$ cat src/hw/rtl/drf_pkg.sv
// types, codes and sizes shared by the duplicate-rejecting record queue
// no dependencies
package drf_pkg;

    localparam int DEPTH     = 8192;
    localparam int KEY_BYTES = 8;
    localparam int PTR_W     = $clog2(DEPTH);
    localparam int CNT_W     = PTR_W + 1;
    localparam int KEY_W     = 64;

    localparam logic [KEY_W-1:0] KEY_MASK = {KEY_W{1'b1}} >> (KEY_W - 8 * KEY_BYTES);

    localparam logic [1:0] REQ_ENQ  = 2'd0;
    localparam logic [1:0] REQ_DEQ  = 2'd1;
    localparam logic [1:0] REQ_PEEK = 2'd2;

    localparam logic [1:0] STAT_OK    = 2'd0;
    localparam logic [1:0] STAT_DUP   = 2'd1;
    localparam logic [1:0] STAT_FULL  = 2'd2;
    localparam logic [1:0] STAT_EMPTY = 2'd3;

    typedef struct packed {
        logic [1:0]       req_type;
        logic [KEY_W-1:0] app_key;
        logic [47:0]      station_addr;
        logic [7:0]       record_kind;
        logic [31:0]      stamp;
    } drf_req_t;

    typedef struct packed {
        logic [1:0]       status;
        logic [KEY_W-1:0] out_key;
        logic [47:0]      out_addr;
        logic [7:0]       out_kind;
        logic [31:0]      out_stamp;
        logic [13:0]      fill_level;
    } drf_rsp_t;

    typedef struct packed {
        logic [KEY_W-1:0] key;
        logic [47:0]      addr;
        logic [7:0]       kind;
        logic [31:0]      stamp;
    } drf_rec_t;

    typedef enum logic [2:0] {
        ST_IDLE,
        ST_SCAN,
        ST_WRITE,
        ST_FETCH,
        ST_RESP
    } drf_state_t;

endpackage

$ cat src/hw/rtl/drf_key_cmp.sv
// key compare unit: ascii case-folded byte compare, ends at first shared zero byte
// depends on drf_pkg
module drf_key_cmp
    import drf_pkg::*;
(
    input  logic [KEY_W-1:0] key_a,
    input  logic [KEY_W-1:0] key_b,
    output logic             key_eq
);

    function automatic logic [7:0] fold(input logic [7:0] c);
        if (c >= 8'h41 && c <= 8'h5A) begin
            return c + 8'h20;
        end
        return c;
    endfunction

    always_comb begin
        logic       done;
        logic [7:0] ca;
        logic [7:0] cb;
        done   = 1'b0;
        key_eq = 1'b1;
        for (int i = 0; i < KEY_BYTES; i++) begin
            ca = fold(key_a[8*i +: 8]);
            cb = fold(key_b[8*i +: 8]);
            if (!done) begin
                if (ca != cb) begin
                    key_eq = 1'b0;
                    done   = 1'b1;
                end else if (ca == 8'h00) begin
                    done = 1'b1;
                end
            end
        end
    end

endmodule

$ cat config.mk
export PLATFORM = sky130hd
export DESIGN_NAME = drf_key_cmp
export DESIGN_NICKNAME = d
export VERILOG_FILES = /design/src/hw/rtl/drf_pkg.sv /design/src/hw/rtl/drf_key_cmp.sv
export SDC_FILE = /design/constraint.sdc
export NUM_CORES = 1
export LEC_CHECK = 0
export ABC_CLOCK_PERIOD_IN_PS = 2700
export BUFFER_PORTS_ARGS = -buffer_cell sky130_fd_sc_hd__buf_2
export CAP_MARGIN = 15
export CORE_ASPECT_RATIO = 1.4
export CORE_MARGIN = 2
export CORE_UTILIZATION = 45
export DETAILED_ROUTE_END_ITERATION = 8
export MAX_ROUTING_LAYER = met4
export PLACE_DENSITY = 0.86
export SLEW_MARGIN = 15
export SYNTH_ARGS = -nofsm -noshare
export SYNTH_HDL_FRONTEND = slang
export SYNTH_SLANG_ARGS = --single-unit
$ cat constraint.sdc
create_clock -name vclk -period 2.7
set_input_delay 0.135 -clock vclk [all_inputs]
set_output_delay 0.135 -clock vclk [all_outputs]
set_load 0.02 [all_outputs]
---- Word-level counts from Yosys, hierarchy flattened ----
Cells that the tools add are included.
cells by class
  $add $sub $neg .......................... 16
  order comparisons ....................... 32
  eq/ne operators ......................... 8
  muxes and demuxes ....................... 83
  reductions and logical operators ........ 23
operators with widths
  cell                                                                              number
  8-bit 2-to-1 mux                                                                  32
  8-bit by 6-bit adder with 8-bit output, second input constant                     16
  8-bit by 7-bit >= comparator with 1-bit output, second input constant             16
  8-bit by 7-bit less-or-equal comparator with 1-bit output, second input constant  16
  8-bit inequality test                                                             8
  8-bit logical NOT                                                                 7
  1-bit 2-to-1 mux                                                                  51
  1-bit logical AND                                                                 16
storage, ports and cells
  bits in registers ....................... 0
  input port bits ......................... 128
  logic and storage cells ................. 162

---- Depth between registers and ports, before layout ----
Gate-level depths: netlist of run 1.
  depth after elaboration ................. 20
  gate-level depth with buffers ........... 8
  mapped depth without buffers ............ 8

---- Worst setup path before layout of run 1 ----
Ideal clock, no wire load.
  path kind ............................... input to output
  start point ............................. input key_a[25]
  end point ............................... output key_eq
  data arrival time ....................... 2.197 ns
  required time ........................... 2.565 ns
  setup slack ............................. 0.368 ns
  stages on the path ...................... 7
  path buffers ............................ 0
  path through ............................ or4_1 o22ai_1 o21bai_1 xor2_1 nand4_1 or4_1 a31oi_1
on the way
  cells in the longest elaborated chain, start to end .. 15
RTL lines
  element                                                                                                                             line                                  text
  start, declared                                                                                                                     drf_key_cmp.sv:6                      input logic [KEY_W-1:0] key_a,
  8-bit by 7-bit >= comparator with 1-bit output / 8-bit by 7-bit less-or-equal comparator with 1-bit output (equally long branches)  drf_key_cmp.sv:12                     if (c >= 8'h41 && c <= 8'h5A) begin
  1-bit logical AND                                                                                                                   drf_key_cmp.sv:12
  1-bit 2-to-1 mux                                                                                                                    drf_key_cmp.sv:12
  8-bit 2-to-1 mux (*)                                                                                                                drf_key_cmp.sv:15                     return c;
  8-bit inequality test / 8-bit logical NOT (equally long branches)                                                                   drf_key_cmp.sv:28, drf_key_cmp.sv:31
  1-bit 2-to-1 mux (on tied branches)                                                                                                 drf_key_cmp.sv:28, drf_key_cmp.sv:31
  1-bit 2-to-1 mux (on tied branches)                                                                                                 drf_key_cmp.sv:27, drf_key_cmp.sv:28
  1-bit 2-to-1 mux (on tied branches)                                                                                                 drf_key_cmp.sv:28, drf_key_cmp.sv:27
  1-bit 2-to-1 mux                                                                                                                    drf_key_cmp.sv:27                     if (!done) begin
  1-bit 2-to-1 mux                                                                                                                    drf_key_cmp.sv:28                     if (ca != cb) begin
  1-bit 2-to-1 mux                                                                                                                    drf_key_cmp.sv:27
  1-bit 2-to-1 mux                                                                                                                    drf_key_cmp.sv:28
  1-bit 2-to-1 mux                                                                                                                    drf_key_cmp.sv:27
  1-bit 2-to-1 mux                                                                                                                    drf_key_cmp.sv:28
  1-bit 2-to-1 mux (*)                                                                                                                drf_key_cmp.sv:27
  end, declared                                                                                                                       drf_key_cmp.sv:8                      output logic key_eq
Every way passes the cells marked *; elsewhere a longest branch is shown, timed or not. The select of a mux whose other input is x is not followed.

---- Worst setup path in the final report of run 1 ----
  start point ............................. input key_a[9]
  end point ............................... output key_eq
on the way
  cells in the longest elaborated chain, start to end .. 19
RTL lines
  element                                                                                                                             line
  8-bit by 7-bit >= comparator with 1-bit output / 8-bit by 7-bit less-or-equal comparator with 1-bit output (equally long branches)  drf_key_cmp.sv:12
  1-bit logical AND                                                                                                                   drf_key_cmp.sv:12
  1-bit 2-to-1 mux                                                                                                                    drf_key_cmp.sv:12
  8-bit 2-to-1 mux (*)                                                                                                                drf_key_cmp.sv:15
  8-bit inequality test / 8-bit logical NOT (equally long branches)                                                                   drf_key_cmp.sv:28, drf_key_cmp.sv:31
  1-bit 2-to-1 mux (on tied branches)                                                                                                 drf_key_cmp.sv:28, drf_key_cmp.sv:31
  1-bit 2-to-1 mux (on tied branches)                                                                                                 drf_key_cmp.sv:27, drf_key_cmp.sv:28
  1-bit 2-to-1 mux (on tied branches)                                                                                                 drf_key_cmp.sv:28, drf_key_cmp.sv:27
  (+3 left out)                                                                                                                       n/a
  1-bit 2-to-1 mux                                                                                                                    drf_key_cmp.sv:28
  1-bit 2-to-1 mux                                                                                                                    drf_key_cmp.sv:27
  1-bit 2-to-1 mux                                                                                                                    drf_key_cmp.sv:28
  1-bit 2-to-1 mux                                                                                                                    drf_key_cmp.sv:27
  1-bit 2-to-1 mux                                                                                                                    drf_key_cmp.sv:28
  1-bit 2-to-1 mux                                                                                                                    drf_key_cmp.sv:27
  1-bit 2-to-1 mux                                                                                                                    drf_key_cmp.sv:28
  1-bit 2-to-1 mux (*)                                                                                                                drf_key_cmp.sv:27
Marks and branches as above.

==> results.json, run 1 <==
{
  "arrival_ns": 2.43,
  "fin_util_pct": 62.6,
  "cp_data_required_time_ns": 2.57,
  "grt_pass1_vias": 2520,
  "gr-total-overflow": 0,
  "dr.pass1.iters": 4,
  "grt_use_total_pct": 21.0,
  "synth_area_leaders": "xor2_1, xnor2_1, ha_1, nor3_1, a21oi_1",
  "nFlopsAndLatches": 0,
  "syn_nets": 443,
  "drcViolationCount": 0,
  "hpwl_um": 5360,
  "dieArea_um2": 5270,
  "status": "finished clean",
  "regArea_um2": 0,
  "avgViaCountPerCell": 5.64,
  "fmax_mhz": 390,
  "worstMarginPinSlew_ns": 0.451,
  "crit_fanout": 3,
  "avgSynthCellArea_um2": 7.08,
  "num_rows": 29,
  "drv_cap": 0,
  "setup_ws_ns": 0.133,
  "die_y_um": 85.1,
  "synth_most_common_cell": "xor2_1",
  "nClkBuffers": 0,
  "n_antenna_cell": 0,
  "min_to": "key_eq",
  "yosysSeqAreaShare_pct": 0,
  "final-setup-viol-count": 0,
  "antenna_found_initial": 0,
  "grt_start_max_net_pins": 8,
  "core_area_um2": 4540,
  "synth_area_leader_cell": "xor2_1",
  "nFillCells": 421,
  "slew_viol_final": 0,
  "start_kind": "input port",
  "area_growth_pct": 34.2,
  "pre_cts_ws_ns": 0.155,
  "synth_top_area_share_pct": 13.7,
  "yosysUniqueCellTypes": 49,
  "finalCriticalPeriod_ns": 2.57,
  "hold_class": "input port to output pin",
  "netlist_top_cells_count": "xor2_1, nor3_1, xnor2_1, nand2_1, nor2_1",
  "drt-total-wl_um": 5810,
  "critical_path_class": "input port to output pin",
  "ioPinCount": 129,
  "drtAntennaViolNets": 0,
  "worstSetupEndpointType": "output pin",
  "via_count": 2765,
  "postSynthCellCount": 299,
  "p_per_area_nw_per_um2": 140,
  "hp-start": "key_a[24]",
  "whs_path_depth": 4,
  "portBuffers": 129,
  "floorplan.initialDensity_pct": 46.6,
  "ir_drop_uv": 83.5,
  "yosysWarnings": 0,
  "drtIter0Drc": 35,
  "relSlewSlack_pct": 69.9,
  "finalHoldViolations": 0,
  "nNetsFinal": 574,
  "fin_crit_sh_pct": 95.1,
  "layout-drive-gt1-share_pct": 32.2,
  "holdBufCountCts": 0,
  "gp_congestion": 0.826,
  "netlist_area_um2": 2120,
  "wl_per_cell_um": 11.9,
  "p_leak_uw": 0.00125,
  "die_x_um": 62.0,
  "grt_pass1_wl_um": 9070
}
-- how the worst max path moves through the flow --
stage | cells past startpoint | slack (ns) | startpoint | endpoint
after floorplan | 7 | 0.37 | key_a[25] | key_eq
after global placement | 10 | 0.14 | key_a[9] | key_eq
after detailed placement | 10 | 0.16 | key_a[9] | key_eq
after CTS | 10 | 0.12 | key_a[9] | key_eq
after global routing | 10 | -0.06 | key_a[9] | key_eq
final | 10 | 0.13 | key_a[9] | key_eq
-- power breakdown --
part | internal [uW] | leakage [uW] | total, uW | switching (uW)
clock network | 0 | 0 | 0 | 0
registers | 0 | 0 | 0 | 0
logic | 194 | 0.00125 | 398 | 204
-- critical path: stages --
cell	delay [ns]
buf_2	0.11
or4_1	0.54
o22ai_1	0.26
o21bai_1	0.14
xor2_1	0.16
nand4_1	0.14
a2111oi_1	0.40
o21ai_0	0.18
a31oi_1	0.17
buf_2	0.19
-- layer usage --
| layer | global-route usage [%] | up-vias | routed length, um |
|---|---|---|---|
| met5 | - | - | 0 |
| met4 | 2.90 | 0 | 56 |
| met3 | 0.915 | 6 | 245 |
| li1 | - | 1419 | - |
| met2 | 42.0 | 81 | 3240 |
| met1 | 21.4 | 1259 | 2270 |
-- area by class of cell --
cell class                 count  area (um^2)  share of cell area, %
inverter                      17         63.8                   2.25
tap                           62         77.6                   2.73
multi-input combinational    282         2050                   72.3
timing repair buffer         129          646                   22.7
-- cell families after synthesis --
group / after synthesis / share of synthesized area [%]
xor gates and xnor gates: 60 / 24.8
AOI/OAI and AO/OA: 91 / 33.1
muxes: 1 / 0.473
and+or+nand+nor: 114 / 29.1
buffers and inverters: 17 / 3.02
adders and majority gates: 16 / 9.46
-- stage by stage --
stage                     TNS [ns]  area, um^2  cells  total power (uW)  hold slack [ns]
after detailed placement         0        2840    490               398            0.736
after global placement           0        2840    490               382            0.738
after CTS                        0        2840    490               400            0.740
after global routing       -0.0604        2840    490               448            0.770
after floorplan                  0        2120    299               208            0.534
final                            0        2840    490               398            0.744
-- repair_timing --
action | CTS | global route
buffers inserted | 0 | 0
setup endpoints to repair | 0 | 1
resized for setup | 0 | 1
-- cell usage in the layout, fill, tap and decap left out, types with 2 or more instances in the layout --
cell       Yosys  final
o31ai_1        4      4
nor4b_1        3      3
nand4_1        7      7
o21ai_0        5      5
o221ai_1       3      3
nor3_1        29     29
or3_1          4      4
o22ai_1        4      4
o2bb2ai_1      2      2
a21oi_1       18     18
a21boi_0       4      4
or4_1          8      8
a41oi_1        7      7
xnor2_1       27     27
inv_1         17     17
nor2_1        19     19
nand3_1        5      5
o41ai_1        9      9
buf_2          0    129
nand2_1       20     20
nand3b_1       4      4
nand2b_1       6      6
xor2_1        33     33
a22oi_1        2      2
o21bai_1       8      8
or4_4          2      2
ha_1          16     16
a31oi_1        7      7
a2bb2oi_1      5      5
No activity file was read; power rests on OpenSTA's default activity.
==> run 2: changes to the inputs <==
--- a/config.mk
+++ b/config.mk
@@ -8,7 +8,7 @@
 export ABC_CLOCK_PERIOD_IN_PS = 2700
 export BUFFER_PORTS_ARGS = -buffer_cell sky130_fd_sc_hd__buf_2
 export CAP_MARGIN = 15
-export CORE_ASPECT_RATIO = 1.4
+export CORE_ASPECT_RATIO = 0.7
 export CORE_MARGIN = 2
 export CORE_UTILIZATION = 45
 export DETAILED_ROUTE_END_ITERATION = 8
==> run 2 against run 1 <==
Worst hold slack hardly changed. Wire length is 6.9% higher. Design area hardly changed. Critical path depth stayed put. First-iteration DRC count grew to 3.1 times the previous value. Worst setup slack better by 0.012 ns. Core utilization is 1.4 points higher. Via count is 0.65% lower. Final cell count is 1.4% lower. Largest cell class unchanged. Largest power group unchanged.
==> results.json, run 2 (synthesis gave the netlist of run 1 again) <==
{
  "status": "finished clean",
  "hold_class": "input port to output pin",
  "grt_pass1_vias": 2485,
  "die_x_um": 86.0,
  "path_common_cell": "buf_2",
  "crit_chain": "buf_2 -> or4_1 -> o22ai_2 -> o21bai_1 -> xor2_1 -> nand4_1 -> a2111oi_1 -> o21ai_1 -> a31oi_1 -> buf_2",
  "relSlewSlack_pct": 67.2,
  "critPathMaxStageDelay_ns": 0.56,
  "p_sw_uw": 208,
  "grt_pass1_wl_um": 10100,
  "via_count": 2747,
  "pwr-share-comb_pct": 100.0,
  "cp_data_required_time_ns": 2.57,
  "drtAntennaViolNets": 0,
  "power_uw": 402,
  "final_cells": 483,
  "grt_use_total_pct": 23.3,
  "nFillCells": 401,
  "dieArea_um2": 5280,
  "worstSetupEndpointType": "output pin",
  "final_cell_mix": "buf_2, xor2_1, nor3_1, xnor2_1, nand2_1",
  "hpwl_um": 5650,
  "wl_per_cell_um": 12.9,
  "core_area_um2": 4430,
  "p_leak_uw": 0.00125,
  "gp_congestion": 0.899,
  "drt-total-wl_um": 6210,
  "clkPwrFrac_pct": 0,
  "grt_start_max_net_pins": 8,
  "worstMarginPinSlew_ns": 0.492,
  "num_rows": 20,
  "final-setup-viol-count": 0,
  "intPower_uw": 194,
  "fin_crit_sh_pct": 94.6,
  "finalCriticalPeriod_ns": 2.56,
  "placedCellCount": 483,
  "ir_drop_uv": 73.5,
  "hold_ws_ns": 0.744,
  "nFlopsAndLatches": 0,
  "cts_setup_buffers": 0,
  "rsz0062_at_grt": "false",
  "n_antenna_cell": 0,
  "drcViolationCount": 0,
  "fmax_mhz": 391,
  "area_growth_pct": 34.1,
  "cp_top_family": "compound AO/OA/AOI/OAI gates",
  "crit_fanout": 3,
  "regArea_um2": 0,
  "finalHoldViolations": 0,
  "ioPinCount": 129,
  "portBuffers": 129,
  "gr-total-overflow": 0,
  "nNetsFinal": 574,
  "p_per_area_nw_per_um2": 142,
  "nClkBuffers": 0,
  "crit_path_start": "key_a[9]",
  "fin_setup_tns_ns": 0,
  "arrival_ns": 2.42,
  "slew_viol_final": 0,
  "floorplan.initialDensity_pct": 47.8,
  "dr.pass1.iters": 4,
  "drtIter0Drc": 107,
  "seqPwrFrac_pct": 0,
  "die_y_um": 61.4,
  "critical_path_class": "input port to output pin",
  "antenna_found_initial": 0,
  "slowest_stage": "or4_1",
  "start_kind": "input port",
  "final_common_cell": "buf_2",
  "cp_num_buf_inv": 2,
  "holdBufCountCts": 0,
  "layout-drive-gt1-share_pct": 32.5,
  "drv_cap": 0,
  "switching_share_pct": 51.7,
  "hp-start": "key_a[24]",
  "avgViaCountPerCell": 5.69
}
[run 2: power by group through the flow]
stage	clock network, uW	registers [uW]	logic [uW]
floorplan	0	0	208
global placement	0	0	383
detailed placement	0	0	398
CTS	0	0	399
global route	0	0	449
finish	0	0	402
[run 2: metal layers]
| metal | share of wire [%] | wire length (um) | GRT usage [%] |
|---|---|---|---|
| met5 | 0 | 0 | - |
| met4 | 0.31 | 19 | 0.680 |
| met3 | 6.8 | 423 | 3.08 |
| met2 | 46 | 2850 | 42.7 |
| met1 | 47 | 2910 | 29.3 |
[run 2: worst paths after layout]
path                      to  cells after the start
worst min-delay path  key_eq                      4
worst max-delay path  key_eq                     10
[run 2: what timing repair did]
item,4_1_cts,5_1_grt
resized for setup,0,3
endpoints found under the setup margin,0,1
hold endpoints to repair,0,0
[run 2: tightest hold or removal path: stages]
cell and delay (ns):
buf_2 0.12, or4_1 0.12, a31oi_1 0.07, buf_2 0.16
[run 2: area by class of cell]
| class | count | area [um^2] | area share, % |
|---|---|---|---|
| multi-input cells | 282 | 2060 | 72.6 |
| repair buffers | 129 | 646 | 22.8 |
| well taps | 55 | 68.8 | 2.43 |
| inverters | 17 | 63.8 | 2.25 |
[run 2: per-stage QoR]
step	instance area, um^2	util, %	setup WS, ns
2_1_floorplan	2120	-	0.368
3_3_place_gp	2830	63.9	0.128
3_5_place_dp	2830	63.9	-0.000341
4_1_cts	2830	63.9	0.000182
5_1_grt	2840	64.1	0.0207
6_report	2840	64.1	0.145
==> run 3: changes to the inputs <==
--- a/config.mk
+++ b/config.mk
@@ -6,7 +6,7 @@
 export NUM_CORES = 1
 export LEC_CHECK = 0
 export ABC_CLOCK_PERIOD_IN_PS = 2700
-export BUFFER_PORTS_ARGS = -buffer_cell sky130_fd_sc_hd__buf_2
+export BUFFER_PORTS_ARGS = -buffer_cell sky130_fd_sc_hd__buf_4
 export CAP_MARGIN = 15
 export CORE_ASPECT_RATIO = 0.7
 export CORE_MARGIN = 2
==> run 3 against run 2 <==
Combinational power increased by 15%. Design area rose by 12%. First-iteration DRC count grew 19%. Largest power group unchanged.
==> results.json, run 3 (synthesis gave the netlist of run 1 again) <==
{
  "portBuffers": 129,
  "final-setup-viol-count": 0,
  "critical_path_class": "input port to output pin",
  "gp_congestion": 0.823,
  "arrival_ns": 2.45,
  "cts_setup_buffers": 0,
  "fin_util_pct": 71.8,
  "core_area_um2": 4430,
  "setup_ws_ns": 0.110,
  "gr-total-overflow": 0,
  "die_x_um": 86.0,
  "nFlopsAndLatches": 0,
  "pre_cts_ws_ns": -0.170,
  "drtAntennaViolNets": 0,
  "fin_setup_tns_ns": 0,
  "start_kind": "input port",
  "worstMarginPinSlew_ns": 0.514,
  "hold_class": "input port to output pin",
  "ioPinCount": 129,
  "fmax_mhz": 386,
  "rsz0062_at_grt": "false",
  "grt_pass1_vias": 2642,
  "area_growth_pct": 50.2,
  "nClkBuffers": 0,
  "dieArea_um2": 5280,
  "slew_viol_final": 0,
  "final_cell_mix": "buf_4, xor2_1, nor3_1, xnor2_1, nand2_1",
  "die_y_um": 61.4,
  "antenna_found_initial": 0,
  "worstSetupEndpointType": "output pin",
  "drcViolationCount": 0,
  "status": "finished clean",
  "nNetsFinal": 574,
  "floorplan.initialDensity_pct": 47.8,
  "avgViaCountPerCell": 5.77,
  "grt_start_max_net_pins": 8,
  "via_count": 2786,
  "fin_crit_sh_pct": 95.9,
  "power_uw": 463,
  "p_leak_uw": 0.00136,
  "ir_drop_uv": 85.6,
  "layout-drive-gt1-share_pct": 32.7,
  "holdBufCountCts": 0,
  "wl_per_cell_um": 14.3,
  "p_per_area_nw_per_um2": 146,
  "cp_data_required_time_ns": 2.57,
  "n_antenna_cell": 0,
  "relSlewSlack_pct": 65.8,
  "num_rows": 20,
  "final_common_cell": "buf_4",
  "finalCriticalPeriod_ns": 2.59,
  "regArea_um2": 0,
  "place_area_um2": 3150,
  "drv_cap": 0,
  "finalHoldViolations": 0,
  "crit_fanout": 3,
  "nFillCells": 366,
  "grt_pass1_wl_um": 11200,
  "drtIter0Drc": 127,
  "dr.pass1.iters": 4,
  "design_area_um2": 3180,
  "grt_use_total_pct": 26.4,
  "drt-total-wl_um": 6920,
  "hpwl_um": 6140
}
[run 3: cell counts in the layout (fill, tap and decap cells not counted)]
Identical to the previous run, type by type.
[run 3: layout make-up]
cell class | instances | area (um^2) | share of cell area, %
multi-input combinational | 282 | 2080 | 65.4
timing repair buffer | 129 | 968 | 30.5
tap | 55 | 68.8 | 2.17
inverter | 17 | 63.8 | 2.01
[run 3: power breakdown]
group	internal, uW	switching, uW
Sequential	0	0
Clock	0	0
Combinational	249	214
[run 3: worst max-delay path, cell delays in order]
cell and delay (ns):
buf_4 0.12, or4_1 0.56, o22ai_2 0.22, o41ai_1 0.11, xor2_1 0.15, nand4_1 0.25
a2111oi_4 0.41, o21ai_0 0.16, a31oi_1 0.16, buf_4 0.17
[run 3: layer usage]
layer,track usage (%),wire length (um),vias to the layer above
met3,3.75,484,8
met1,32.7,3070,1272
li1,-,-,1418
met2,47.6,3290,88
met5,-,0,-
met4,3.17,78,0
[run 3: repair_timing]
action | CTS | global route
endpoints found under the setup margin | 1 | 1
pin swaps | 0 | 2
resized for setup | 2 | 2
[run 3: path summary, 6_finish.rpt]
check  startpoint  endpoint  slack [ns]  cells past startpoint
min     key_a[24]    key_eq        0.71                      4
max      key_a[9]    key_eq        0.11                     10
[run 3: per-stage QoR]
step	instances	hold WS, ns
floorplan	299	0.534
global placement	483	0.715
detailed placement	483	0.712
CTS	483	0.715
global route	483	0.735
finish	483	0.712
